**src/hdl/rrts_pkg.sv**
```systemverilog
// Shared types and constants for the round-robin time-slice scheduler.
package rrts_pkg;

	typedef enum logic [1:0] {
		CMD_TICK   = 2'd0,
		CMD_ADD    = 2'd1,
		CMD_REMOVE = 2'd2,
		CMD_DONE   = 2'd3
	} cmd_t;

	typedef enum logic [1:0] {
		ST_DEAD     = 2'd0,
		ST_INACTIVE = 2'd1,
		ST_ACTIVE   = 2'd2,
		ST_WAITING  = 2'd3
	} ent_state_t;

	typedef enum logic [1:0] {
		STAT_OK       = 2'd0,
		STAT_REPLACED = 2'd1,
		STAT_FULL     = 2'd2
	} status_t;

	typedef enum logic [1:0] {
		ACT_NONE   = 2'd0,
		ACT_KERNEL = 2'd1,
		ACT_SWITCH = 2'd2,
		ACT_START  = 2'd3
	} action_t;

	typedef enum logic [2:0] {
		FSM_IDLE,
		FSM_SCAN,
		FSM_SHIFT,
		FSM_TICK_RD,
		FSM_DONE
	} fsm_t;

	localparam logic [7:0] FORCED_EXPIRY = 8'd255;
	localparam logic [7:0] ID_LAST       = 8'd255;

	// Controller to datapath
	typedef struct packed {
		logic latch;      // capture command fields
		logic scan_init;  // begin id search
		logic scan_step;  // test next candidate id
		logic add_write;  // write new entry
		logic shift_step; // move one entry down
		logic shift_end;  // finish remove
		logic tick_eval;  // evaluate tick, update state
		logic done_set;   // set finished flag
	} ctl_t;

	// Datapath to controller
	typedef struct packed {
		logic full;
		logic id_hit;     // requested / candidate id is live
		logic rm_valid;
		logic shift_last;
	} sts_t;

endpackage

```
**src/hdl/rrts_datapath.sv**
```systemverilog
// Task table, id search, compaction and tick evaluation.
module rrts_datapath #(
	parameter int SLOTS   = 8,
	parameter int PC_BITS = 32
) (
	input  logic                   clk,
	input  logic                   arst_n,
	input  rrts_pkg::ctl_t         ctl,
	output rrts_pkg::sts_t         sts,
	input  logic [7:0]             task_id,
	input  logic [7:0]             slice_len,
	input  logic [31:0]            entry_pc,
	input  logic [2:0]             slot,
	input  logic [31:0]            interrupted_pc,
	input  logic [31:0]            kernel_return_pc,
	output logic [1:0]             status,
	output logic [7:0]             assigned_id,
	output logic [1:0]             action,
	output logic [2:0]             from_slot,
	output logic [2:0]             to_slot,
	output logic [31:0]            resume_pc
);
	import rrts_pkg::*;

	localparam int SW = $clog2(SLOTS);
	localparam int CW = $clog2(SLOTS + 1);

	ent_state_t          st_q   [SLOTS];
	logic [7:0]          id_q   [SLOTS];
	logic [7:0]          slc_q  [SLOTS];
	logic [PC_BITS-1:0]  pc_q   [SLOTS];
	logic [CW-1:0]       cnt_q;
	logic [SW-1:0]       cur_q;
	logic [7:0]          run_q;
	logic                fin_q;

	logic [7:0]          tid_q, tsl_q, cand_q;
	logic [PC_BITS-1:0]  epc_q, ipc_q;
	logic [SW-1:0]       rm_q, idx_q;
	logic                repl_q;

	logic [1:0]          status_q, action_q;
	logic [7:0]          aid_q;
	logic [2:0]          from_q, to_q;
	logic [31:0]         res_q;

	logic [7:0]          probe;
	logic                hit;
	logic [SW-1:0]       cur_eff, nxt;
	logic [CW-1:0]       nxt_w;

	// Live-id match over all slots
	always_comb begin
		probe = ctl.scan_init ? tid_q : cand_q;
		hit = 1'b0;
		for (int i = 0; i < SLOTS; i++)
			if (CW'(i) < cnt_q && st_q[i] != ST_DEAD && id_q[i] == probe)
				hit = 1'b1;
	end

	always_comb begin
		cur_eff = (CW'(cur_q) < cnt_q) ? cur_q : '0;
		nxt_w   = CW'(cur_eff) + CW'(1);
		nxt     = (nxt_w >= cnt_q) ? '0 : nxt_w[SW-1:0];
	end

	assign sts.full       = (cnt_q >= CW'(SLOTS));
	assign sts.id_hit     = hit;
	assign sts.rm_valid   = (cnt_q != '0) && (CW'(rm_q) < cnt_q);
	assign sts.shift_last = (CW'(idx_q) + CW'(1) >= cnt_q);

	// Command field capture, candidate id search and shift index step
	always_ff @(posedge clk) begin
		if (ctl.latch) begin
			tid_q  <= task_id;
			tsl_q  <= slice_len;
			epc_q  <= PC_BITS'(entry_pc);
			ipc_q  <= PC_BITS'(interrupted_pc);
			rm_q   <= SW'(slot);
			idx_q  <= SW'(slot);
			repl_q <= 1'b0;
		end
		if (ctl.scan_init) begin
			cand_q <= hit ? 8'd1 : tid_q;
			repl_q <= hit;
		end else if (ctl.scan_step && hit) begin
			cand_q <= (cand_q == ID_LAST) ? 8'd0 : cand_q + 8'd1;
		end
		if (ctl.shift_step)
			idx_q <= idx_q + SW'(1);
	end

	// Resume pcs, no reset
	always_ff @(posedge clk) begin
		if (ctl.add_write && !sts.full)
			pc_q[cnt_q[SW-1:0]] <= epc_q;
		if (ctl.shift_step)
			pc_q[idx_q] <= pc_q[idx_q + SW'(1)];
		if (ctl.tick_eval && cnt_q != '0 && run_q >= slc_q[cur_eff] &&
		    !(nxt == cur_eff) && st_q[cur_eff] == ST_ACTIVE)
			pc_q[cur_eff] <= ipc_q;
	end

	// Table and scheduler state
	always_ff @(posedge clk or negedge arst_n) begin
		if (!arst_n) begin
			for (int i = 0; i < SLOTS; i++) begin
				st_q[i]  <= ST_DEAD;
				id_q[i]  <= '0;
				slc_q[i] <= '0;
			end
			cnt_q <= '0;
			cur_q <= '0;
			run_q <= '0;
			fin_q <= 1'b0;
			status_q <= '0;
			aid_q    <= '0;
			action_q <= '0;
			from_q   <= '0;
			to_q     <= '0;
			res_q    <= '0;
		end else begin
			if (ctl.latch) begin
				status_q <= STAT_OK;
				aid_q    <= '0;
				action_q <= ACT_NONE;
				from_q   <= '0;
				to_q     <= '0;
				res_q    <= '0;
			end
			if (ctl.add_write) begin
				if (sts.full) begin
					status_q <= STAT_FULL;
				end else begin
					st_q[cnt_q[SW-1:0]]  <= ST_INACTIVE;
					id_q[cnt_q[SW-1:0]]  <= probe;
					slc_q[cnt_q[SW-1:0]] <= tsl_q;
					cnt_q    <= cnt_q + CW'(1);
					status_q <= repl_q ? STAT_REPLACED : STAT_OK;
					aid_q    <= probe;
					to_q     <= 3'(cnt_q);
				end
			end
			if (ctl.shift_step) begin
				st_q[idx_q]  <= st_q[idx_q + SW'(1)];
				id_q[idx_q]  <= id_q[idx_q + SW'(1)];
				slc_q[idx_q] <= slc_q[idx_q + SW'(1)];
			end
			if (ctl.shift_end) begin
				st_q[SW'(cnt_q - CW'(1))]  <= ST_DEAD;
				id_q[SW'(cnt_q - CW'(1))]  <= '0;
				slc_q[SW'(cnt_q - CW'(1))] <= '0;
				cnt_q <= cnt_q - CW'(1);
				run_q <= FORCED_EXPIRY;
				if (rm_q < cur_q)
					cur_q <= cur_q - SW'(1);
				else if (rm_q == cur_q && CW'(cur_q) >= cnt_q - CW'(1))
					cur_q <= '0;
			end
			if (ctl.done_set)
				fin_q <= 1'b1;
			if (ctl.tick_eval) begin
				if (cnt_q == '0) begin
					action_q <= ACT_KERNEL;
					res_q    <= 32'(PC_BITS'(kernel_return_pc));
				end else if (run_q >= slc_q[cur_eff]) begin
					run_q <= '0;
					if (nxt == cur_eff && st_q[cur_eff] == ST_ACTIVE) begin
						cur_q    <= cur_eff;
						action_q <= ACT_NONE;
						res_q    <= 32'(ipc_q);
					end else if (st_q[cur_eff] == ST_ACTIVE) begin
						st_q[cur_eff] <= ST_WAITING;
						st_q[nxt]     <= ST_ACTIVE;
						cur_q    <= nxt;
						action_q <= ACT_SWITCH;
						from_q   <= 3'(cur_eff);
						to_q     <= 3'(nxt);
						res_q    <= 32'(pc_q[nxt]);
					end else begin
						st_q[cur_eff] <= ST_ACTIVE;
						cur_q    <= cur_eff;
						action_q <= ACT_START;
						to_q     <= 3'(cur_eff);
						res_q    <= 32'(pc_q[cur_eff]);
					end
				end else begin
					cur_q <= cur_eff;
					res_q <= 32'(ipc_q);
					if (fin_q)
						fin_q <= 1'b0;
					else
						run_q <= run_q + 8'd1;
				end
			end
		end
	end

	assign status      = status_q;
	assign assigned_id = aid_q;
	assign action      = action_q;
	assign from_slot   = from_q;
	assign to_slot     = to_q;
	assign resume_pc   = res_q;
endmodule

```
**src/hdl/rrts_ctrl.sv**
```systemverilog
// Command sequencer for the scheduler.
module rrts_ctrl (
	input  logic           clk,
	input  logic           arst_n,
	input  logic           start,
	input  logic [1:0]     cmd,
	input  rrts_pkg::sts_t sts,
	output rrts_pkg::ctl_t ctl,
	output logic           busy,
	output logic           done
);
	import rrts_pkg::*;

	fsm_t state_q, state_d;
	cmd_t cmd_q;

	// State register
	always_ff @(posedge clk or negedge arst_n) begin
		if (!arst_n) begin
			state_q <= FSM_IDLE;
			cmd_q   <= CMD_TICK;
		end else begin
			state_q <= state_d;
			if (start && !busy)
				cmd_q <= cmd_t'(cmd);
		end
	end

	// Next state and commands
	always_comb begin
		state_d = state_q;
		ctl     = '0;
		busy    = (state_q != FSM_IDLE);
		done    = 1'b0;
		case (state_q)
			FSM_IDLE: begin
				if (start) begin
					ctl.latch = 1'b1;
					case (cmd_t'(cmd))
						CMD_ADD:    state_d = FSM_SCAN;
						CMD_REMOVE: state_d = FSM_SHIFT;
						CMD_DONE: begin
							ctl.done_set = 1'b1;
							state_d = FSM_DONE;
						end
						default:    state_d = FSM_TICK_RD;
					endcase
				end
			end
			FSM_SCAN: begin
				if (sts.full) begin
					ctl.add_write = 1'b1;
					state_d = FSM_DONE;
				end else if (cmd_q == CMD_ADD) begin
					// first pass tests requested id, then walks candidates
					ctl.scan_init = 1'b1;
					state_d = sts.id_hit ? FSM_TICK_RD : FSM_DONE;
					if (!sts.id_hit)
						ctl.add_write = 1'b0;
				end
			end
			default: ;
		endcase
		// Second-level handling kept in a separate case for clarity
		case (state_q)
			FSM_SHIFT: begin
				if (!sts.rm_valid) begin
					state_d = FSM_DONE;
				end else if (sts.shift_last) begin
					ctl.shift_end = 1'b1;
					state_d = FSM_DONE;
				end else begin
					ctl.shift_step = 1'b1;
				end
			end
			FSM_TICK_RD: begin
				if (cmd_q == CMD_ADD) begin
					// step candidates until a free id is found
					ctl.scan_step = 1'b1;
					if (!sts.id_hit) begin
						state_d = FSM_DONE;
					end
				end else begin
					ctl.tick_eval = 1'b1;
					state_d = FSM_DONE;
				end
			end
			FSM_DONE: begin
				done = 1'b1;
				state_d = FSM_IDLE;
			end
			default: ;
		endcase
		// Add writes once the id is settled
		if (cmd_q == CMD_ADD && !sts.full && state_d == FSM_DONE &&
		    (state_q == FSM_SCAN || state_q == FSM_TICK_RD))
			ctl.add_write = 1'b1;
	end
endmodule

```
**src/hdl/round_robin_time_slice_scheduler.sv**
```systemverilog
// Top level of the round-robin time-slice scheduler.
// Steps: done goes straight to its result; tick evaluates once; add tests the requested id,
// then steps past live candidate ids; remove shifts one entry per cycle up to the last live one.
// One request at a time; busy stays high through the result strobe and the next
// request is accepted the cycle after it. Results are valid on the one-cycle done strobe and
// hold until the next request is accepted; the receiver cannot stall.
// arst_n clears the table to all dead, counters to zero, kernel pc to zero.
module round_robin_time_slice_scheduler #(
	parameter int SLOTS   = 8,
	parameter int PC_BITS = 32
) (
	input  logic        clk,
	input  logic        arst_n,
	input  logic        start,
	output logic        busy,
	output logic        done,
	input  logic [1:0]  cmd,
	input  logic [7:0]  task_id,
	input  logic [7:0]  slice_len,
	input  logic [31:0] entry_pc,
	input  logic [2:0]  slot,
	input  logic [31:0] interrupted_pc,
	input  logic        cfg_we,
	input  logic [31:0] cfg_wdata,
	output logic [1:0]  status,
	output logic [7:0]  assigned_id,
	output logic [1:0]  action,
	output logic [2:0]  from_slot,
	output logic [2:0]  to_slot,
	output logic [31:0] resume_pc
);
	import rrts_pkg::*;

	ctl_t        ctl;
	sts_t        sts;
	logic [31:0] kpc_q;

	// Kernel return pc register
	always_ff @(posedge clk or negedge arst_n) begin
		if (!arst_n)
			kpc_q <= '0;
		else if (cfg_we)
			kpc_q <= cfg_wdata;
	end

	rrts_ctrl u_ctrl (
		.clk, .arst_n, .start, .cmd, .sts, .ctl, .busy, .done
	);

	rrts_datapath #(.SLOTS(SLOTS), .PC_BITS(PC_BITS)) u_dp (
		.clk, .arst_n, .ctl, .sts, .task_id, .slice_len, .entry_pc,
		.slot, .interrupted_pc, .kernel_return_pc(kpc_q), .status, .assigned_id,
		.action, .from_slot, .to_slot, .resume_pc
	);
endmodule

```
**config.mk**
```make
export PLATFORM = sky130hd
export DESIGN_NAME = round_robin_time_slice_scheduler
export DESIGN_NICKNAME = d
export VERILOG_FILES = /design/src/hdl/rrts_pkg.sv /design/src/hdl/rrts_datapath.sv /design/src/hdl/rrts_ctrl.sv /design/src/hdl/round_robin_time_slice_scheduler.sv
export SDC_FILE = /design/constraint.sdc
export NUM_CORES = 1
export LEC_CHECK = 0
export BUFFER_PORTS_ARGS = -buffer_cell sky130_fd_sc_hd__buf_2
export CAP_MARGIN = 40
export CELL_PAD_IN_SITES_DETAIL_PLACEMENT = 1
export CELL_PAD_IN_SITES_GLOBAL_PLACEMENT = 1
export CORE_ASPECT_RATIO = 1.4
export CORE_MARGIN = 5
export CORE_UTILIZATION = 54
export CTS_BUF_LIST = sky130_fd_sc_hd__clkbuf_16
export DETAILED_ROUTE_END_ITERATION = 12
export GPL_ROUTABILITY_DRIVEN = 0
export HOLD_SLACK_MARGIN = 0.02
export PLACE_DENSITY_LB_ADDON = 0.1
export REMOVE_ABC_BUFFERS = 1
export SYNTH_ARGS = -nofsm -noshare
export SYNTH_HDL_FRONTEND = slang
export SYNTH_SLANG_ARGS = --single-unit
```
**constraint.sdc**
```tcl
create_clock -name clk -period 22.6 [get_ports clk]
set_input_delay 2.26 -clock clk [delete_from_list [all_inputs] [get_ports clk]]
set_output_delay 2.26 -clock clk [all_outputs]
set_load 0.01 [all_outputs]
```
==> flow_summary.json, run 1 <==
{
  "portBuffers": 172,
  "worstPathMaxFanout": 45,
  "cts_resized": 0,
  "cp-startpoint": "u_dp.cnt_q[1]$_DFFE_PN0P_",
  "synth_ff_type": "edfxtp_1",
  "path_class": "register to register",
  "core-area_um2": 61000,
  "io_pins": 173,
  "post-route-util_pct": 61.4,
  "grt-ovfl-total": 0,
  "finalInstanceArea_um2": 37500,
  "leakage_nw": 14.3,
  "die_h_um": 304,
  "cts_tree": "done",
  "slowest_stage": "clkinv_1",
  "r2r-start": "u_dp.cnt_q[1]$_DFFE_PN0P_",
  "start_util_pct": 54.6,
  "rr_endpoint": "u_dp.pc_q[0][2]$_DFFE_PP_",
  "synth.cell_area_um2": 33300,
  "tightest_slew_ns": 1.06,
  "p_per_area_nw_per_um2": 171,
  "fmax_mhz": 112,
  "num_antenna_cells": 0,
  "drv_cap": 0,
  "synth.top_cell.area_share_pct": 31.6,
  "ys_ff_latch": 598,
  "synth_area_per_cell_um2": 10.9,
  "cts_inserted_buffers": 60,
  "hold_class": "register to register",
  "period_minus_slack_ns": 8.89,
  "cp.required_ns": 22.87,
  "cpPeakStageDelay_ns": 0.75,
  "finalSetupViolCount": 0,
  "synthCells": 3054,
  "dieArea_um2": 66900,
  "first_pass_iters": 8,
  "dpl.hpwl_um": 86400,
  "min_from": "u_dp.resume_pc[22]$_DFFE_PN0P_",
  "syn2layout_area_growth_pct": 12.4,
  "layout.cells.non_filler": 4009,
  "postRouteAntennaNets": 0,
  "cts_hold_buf": 0,
  "synth_area_leaders": "edfxtp_1 (32%), dfrtp_1 (19%), mux4_2 (7.0%)",
  "root_buffer": "clkbuf_16",
  "ys_seq_area_share_pct": 50.1,
  "cts_max_level": 2,
  "whs_path_depth": 1,
  "grt_max_degree": 145,
  "die-width_um": 220,
  "ir_worst_vdd_uv": 116,
  "drive_gt1_share_pct": 18.4,
  "tns_ns": 0,
  "routedWlPerCell_um": 33.8,
  "ff2ff_path_depth": 24,
  "period_share_pct": 39.3,
  "gr-usage-all-layers_pct": 39.7,
  "finalNetCount": 3297,
  "relSlewSlack_pct": 29.6,
  "status": "finished, final reports clean",
  "yosysTopAreaCell": "edfxtp_1",
  "crit_path_frequent_cell": "buf_4",
  "cp_cell_sequence": "inv_1 > ha_1 > nor2b_1 > o21ai_0 > a21o_1 > nand2_1 > inv_1 > buf_4 > ha_1 > or3_1 > and2_1 > clkinv_1 > ha_1 > a21o_1 > a21o_1 > nand2_1 > nand4_1 > buf_4 > nor2_4 > buf_4 > buf_12 > a31oi_1 > nor2_4 > buf_4",
  "placed_area_um2": 35400,
  "std_cell_rows": 107,
  "clock_sinks": 598,
  "r2r_slack_ns": 13.71,
  "slew_viol_final": 0,
  "ys.warnings.count": 0,
  "drc": 0,
  "rsz0062_at_grt": "no",
  "vias_per_cell": 7.41,
  "clock_skew_ns": 0.0214,
  "grt_pass1_wl_um": 201000,
  "async_flop_share_pct": 41.3,
  "ys_types": 84,
  "grt_pass1_vias": 31647,
  "p_total_mw": 6.40,
  "drt-total-wl_um": 136000,
  "critPathLaunchType": "register",
  "worstPathArrival_ns": 9.16,
  "fillers": 6381,
  "vias": 29715,
  "synth_edf_count": 351,
  "clkLatencyLatePin_ns": 0.65,
  "hold_end": "u_dp.resume_pc[22]$_DFFE_PN0P_",
  "hold_ws_ns": 0.473,
  "endpoint_kind": "register",
  "postCtsSetupRepairBufs": 0,
  "initialDrtViolationCount": 3811,
  "place_inst": 3892,
  "final_hold_viol_count": 0,
  "antenna_found_initial": 2,
  "clock_path_buffers": 3,
  "setup_slack_ns": 13.71,
  "pre_cts_slack_ns": 14.07,
  "clk_pin_slew_ns": 0.06
}
==> where the power goes <==
group | switching [mW] | leakage (nW) | internal (mW)
logic | 2.18 | 6.93 | 1.17
registers | 0.356 | 6.30 | 1.64
clock network | 0.457 | 1.04 | 0.590
total | 3.00 | 14.3 | 3.40
==> routing by layer <==
layer / vias up / GRT usage (%) / wire, µm
met4: 2 / 29.6 / 13100
li1: 11904 / - / -
met1: 14833 / 45.7 / 45600
met3: 816 / 8.54 / 12600
met5: - / 0 / 7
met2: 2160 / 64.4 / 64200
==> worst max-delay path: cells and delay by family, from the launching register on <==
family | cells | cell delay, ns
and+or+nand+nor | 8 | 1.86
DFF | 1 | 0.65
buffers and inverters | 8 | 3.13
AOI/OAI and AO/OA | 5 | 1.66
adders and majority gates | 3 | 1.17
==> placed cells by master (no fill, tap or decap), types with 57 or more instances in the layout <==
cell	count
edfxtp_1	351
nand2_1	318
dfrtp_1	245
nor2_1	244
o21ai_0	178
buf_2	174
mux2i_1	171
o22ai_1	148
mux4_2	103
nor3_1	86
nand3_1	84
buf_4	84
a21oi_1	83
clkbuf_16	65
mux2_2	57
==> cells in the mapped netlist, types with 40 or more instances <==
library cell,number
edfxtp_1,351
nand2_1,319
nor2_1,255
dfrtp_1,247
clkbuf_1,189
o21ai_0,178
mux2i_1,171
o22ai_1,148
mux4_2,103
nor3_1,90
nand3_1,86
a21oi_1,84
mux2_2,57
a31oi_1,55
a211oi_1,54
inv_1,46
o221ai_1,45
a21o_1,40
xnor2_1,40
==> cells by family after synthesis <==
kind of cell	share of synthesized area (%)
simple gates	12.1
xor+xnor	1.97
buf+inv	3.73
mux	14.0
fa+ha+maj	1.35
compound gates	16.7
flops	50.1
==> state kept, by name, indices dropped and copies added (netlist names), 16 cells and up <==
name,count
u_dp.ipc_q,32
u_dp.id_q,64
u_dp.pc_q,256
kpc_q,32
u_dp.slc_q,64
u_dp.resume_pc,32
u_dp.epc_q,32
u_dp.st_q,16
==> how the worst max path moves through the flow <==
stage | end | slack (ns)
finish | u_dp.pc_q[0][2]$_DFFE_PP_ | 13.71
detailed placement | u_dp.pc_q[6][8]$_DFFE_PP_ | 14.07
global route | u_dp.pc_q[0][2]$_DFFE_PP_ | 13.33
global placement | u_dp.pc_q[1][6]$_DFFE_PP_ | 13.68
floorplan | u_dp.pc_q[1][0]$_DFFE_PP_ | 10.58
CTS | u_dp.pc_q[0][2]$_DFFE_PP_ | 13.95
==> layout make-up <==
type,count,area [µm²],share of cell area (%)
Sequential cell,598,16700,44.6
Multi-Input combinational cell,2154,15600,41.7
Timing Repair Buffer,276,1880,5.00
Clock buffer,65,1630,4.34
Tap cell,817,1020,2.73
Clock inverter,49,435,1.16
Inverter,50,190,0.507
No activity file was read; power rests on OpenSTA's default activity.
==> run 2, diff against run 1 <==
--- a/config.mk
+++ b/config.mk
@@ -5,13 +5,14 @@
 export SDC_FILE = /design/constraint.sdc
 export NUM_CORES = 1
 export LEC_CHECK = 0
+export ABC_AREA = 1
 export BUFFER_PORTS_ARGS = -buffer_cell sky130_fd_sc_hd__buf_2
 export CAP_MARGIN = 40
 export CELL_PAD_IN_SITES_DETAIL_PLACEMENT = 1
 export CELL_PAD_IN_SITES_GLOBAL_PLACEMENT = 1
 export CORE_ASPECT_RATIO = 1.4
 export CORE_MARGIN = 5
-export CORE_UTILIZATION = 54
+export CORE_UTILIZATION = 42
 export CTS_BUF_LIST = sky130_fd_sc_hd__clkbuf_16
 export DETAILED_ROUTE_END_ITERATION = 12
 export GPL_ROUTABILITY_DRIVEN = 0
==> constraint.sdc (replaced) <==
create_clock -name clk -period 7.3 [get_ports clk]
set_input_delay 0.73 -clock clk [delete_from_list [all_inputs] [get_ports clk]]
set_output_delay 0.73 -clock clk [all_outputs]
set_load 0.01 [all_outputs]
==> run 2 against run 1 <==
Register-to-register slack worse by 13 ns. Setup slack worse by 13 ns. Clock skew is 0.0077 ns higher. First-iteration DRC count fell by 21%. Final area up 4.8%. Count of clock-buffer cells in the layout rose by 6. Global-route usage decreased by 6.2 points. Critical path depth unchanged.
==> flow_summary.json, run 2 <==
{
  "dieArea_um2": 89400,
  "vias": 34392,
  "leakage_nw": 17.3,
  "period_share_pct": 92.7,
  "drive_gt1_share_pct": 10.2,
  "first_pass_iters": 5,
  "tns_ns": 0,
  "clock_sinks": 598,
  "worstPathMaxFanout": 32,
  "cp.required_ns": 7.55,
  "ys_seq_area_share_pct": 47.7,
  "clock_path_buffers": 3,
  "std_cell_rows": 125,
  "grt_pass1_wl_um": 225000,
  "grt_pass1_vias": 35320,
  "seqCellArea_um2": 16700,
  "start_util_pct": 42.3,
  "place_inst": 5485,
  "final_common_cell": "nand2_1",
  "grt_max_degree": 212,
  "gr-usage-all-layers_pct": 33.4,
  "status": "finished, final reports clean",
  "busiest_layer": "met2",
  "drt-total-wl_um": 153000,
  "syn2layout_area_growth_pct": 12.1,
  "cts_hold_buf": 0,
  "tightest_slew_ns": 1.13,
  "synth_ff_type": "edfxtp_1",
  "cts_tree": "done",
  "path_class": "register to register",
  "largestRegisters": "u_dp.pc_q: 256 flops, u_dp.id_q: 64 flops, u_dp.slc_q: 64 flops",
  "multiInputGateArea_um2": 15200,
  "synth_edf_count": 351,
  "clk_pin_slew_ns": 0.07,
  "r2r_slack_ns": 0.53,
  "cts_max_level": 3,
  "drv_cap": 0,
  "met2_usage_pct": 57.8,
  "endpoint_kind": "register",
  "layout.cells.non_filler": 5610,
  "synth_area_per_cell_um2": 7.93,
  "finalNetCount": 4635,
  "synth.top_cell.area_share_pct": 30.1,
  "synthCells": 4420,
  "relSlewSlack_pct": 24.6,
  "ys_types": 56,
  "p_per_area_nw_per_um2": 494,
  "finalSetupViolCount": 0,
  "synth_area_leaders": "edfxtp_1 (30%), dfrtp_1 (18%), nand2_1 (10%)",
  "grt-ovfl-total": 0,
  "io_pins": 173,
  "vias_per_cell": 6.13,
  "root_buffer": "clkbuf_16",
  "die-width_um": 254,
  "yosysMostFrequentCell": "nand2_1",
  "rsz0062_at_grt": "no",
  "cts_inserted_buffers": 68,
  "cts_resized": 0,
  "postCtsSetupRepairBufs": 0,
  "core-area_um2": 82900,
  "critPathLaunchType": "register",
  "dpl.hpwl_um": 99400,
  "post-route-util_pct": 47.4,
  "gr-usage-met1_pct": 38.6,
  "ys_ff_latch": 598,
  "met3_usage_pct": 5.10,
  "drc": 0,
  "yosys-top-cells-count": "nand2_1 (975), inv_1 (536), o21ai_0 (513)",
  "async_flop_share_pct": 41.3,
  "hold_class": "input pin to asynchronous set/reset pin",
  "largest_register_ffs": 256,
  "period_minus_slack_ns": 6.77,
  "yosysTopAreaCell": "edfxtp_1",
  "initialDrtViolationCount": 3009,
  "clkLatencyLatePin_ns": 0.64,
  "final_cell_mix": "nand2_1 (967), inv_1 (559), o21ai_0 (513), edfxtp_1 (351), nand3_1 (300)",
  "fillers": 10152,
  "slew_viol_final": 0,
  "ys.warnings.count": 0,
  "top_register": "u_dp.pc_q",
  "p_total_mw": 19.4,
  "antenna_found_initial": 0,
  "final_hold_viol_count": 0,
  "portBuffers": 172,
  "ir_worst_vdd_uv": 359,
  "die_h_um": 352,
  "routedWlPerCell_um": 27.3,
  "worstPathArrival_ns": 7.03,
  "clock_skew_ns": 0.0291,
  "synth.cell_area_um2": 35000,
  "postRouteAntennaNets": 0,
  "fmax_mhz": 148
}
## run 2: cell count changes in the layout (fill, tap and decap cells not counted), sizes merged, moves of 103 or more
cell   previous run  this run
nand2           320       995
inv              59       578
o21ai           183       519
nand3            87       309
a21oi            87       262
mux2i           171         1
nand4            10       119
mux4            103         0
## run 2: worst max-delay path, stage by stage, from the launching register on
cell and delay [ns]:
dfrtp_1 0.58, inv_1 0.12, ha_1 0.29, nand3_1 0.11
nand3_1 0.22, nor2_1 0.17, nand2_1 0.30, inv_1 0.27
a21oi_1 0.19, o21ai_0 0.08, or4_1 0.41, ha_1 0.31
nand2_1 0.08, nor2_1 0.13, nand4_1 0.10, nand3_1 0.24
nand2_1 0.28, nor2_4 0.20, inv_2 0.17, nor2_4 0.24
nand2_1 0.18, o21ai_1 0.53, inv_1 0.40, nor2_4 0.19
buf_4 0.55
## run 2: metrics by stage
step / setup WS, ns / area (µm²) / hold slack (ns)
after floorplan: -5.09 / 33800 / 0.426
after global placement: 0.648 / 37000 / 0.443
after detailed placement: 0.401 / 37100 / 0.448
after CTS: 0.328 / 39300 / 0.130
after global routing: 0.209 / 39300 / 0.144
final: 0.530 / 39300 / 0.0965
## run 2: routing by layer
metal	up-vias	part of all wire, %
li1	15316	-
met5	-	0
met1	16907	37
met4	0	7.4
met2	1585	49
met3	584	6.5
## run 2: cells by family (layout without fill, tap and decap cells)
family	after synthesis	count (layout)	synth area share (%)
DFF	598	598	47.7
and+or+nand+nor	1725	1725	21.2
AOI/OAI and AO/OA	1172	1172	19.2
buffers and inverters	845	955	9.41
adders and majority gates	36	36	1.29
xor gates and xnor gates	28	28	0.700
other	0	1	0
muxes	16	16	0.511
## run 2: path summary, 6_finish.rpt
check                                          start                             end  cells after the start
max                        u_dp.cnt_q[2]$_DFFE_PN0P_      u_dp.pc_q[0][21]$_DFFE_PP_                     24
min                                           arst_n   u_dp.assigned_id[4]$_DFF_PN0_                      1
max reg2reg                u_dp.cnt_q[2]$_DFFE_PN0P_      u_dp.pc_q[0][21]$_DFFE_PP_                     24
min reg2reg                u_dp.repl_q$_SDFFCE_PP0P_      u_dp.status[0]$_DFFE_PN0P_                      2
max in group asynchronous                     arst_n  u_dp.resume_pc[21]$_DFFE_PN0P_                      2
min in group clk                          task_id[4]         u_dp.tid_q[4]$_DFFE_PP_                      1
## run 2: power breakdown
part / switching (mW) / leakage, nW / total, mW / internal (mW)
logic: 7.81 / 9.97 / 10.7 / 2.92
clock network: 1.49 / 1.13 / 3.35 / 1.87
registers: 0.742 / 6.23 / 5.32 / 4.58
total: 10.0 / 17.3 / 19.4 / 9.37
## run 2: cell type report
| class | count | share of cell area, % |
|---|---|---|
| Antenna cell | 1 | 0.00637 |
| Clock buffer | 71 | 4.52 |
| Clock inverter | 51 | 0.828 |
| Inverter | 554 | 5.32 |
| Multi-Input combinational cell | 2977 | 38.6 |
| Sequential cell | 598 | 42.6 |
| Tap cell | 1079 | 3.44 |
| Timing Repair Buffer | 279 | 4.71 |
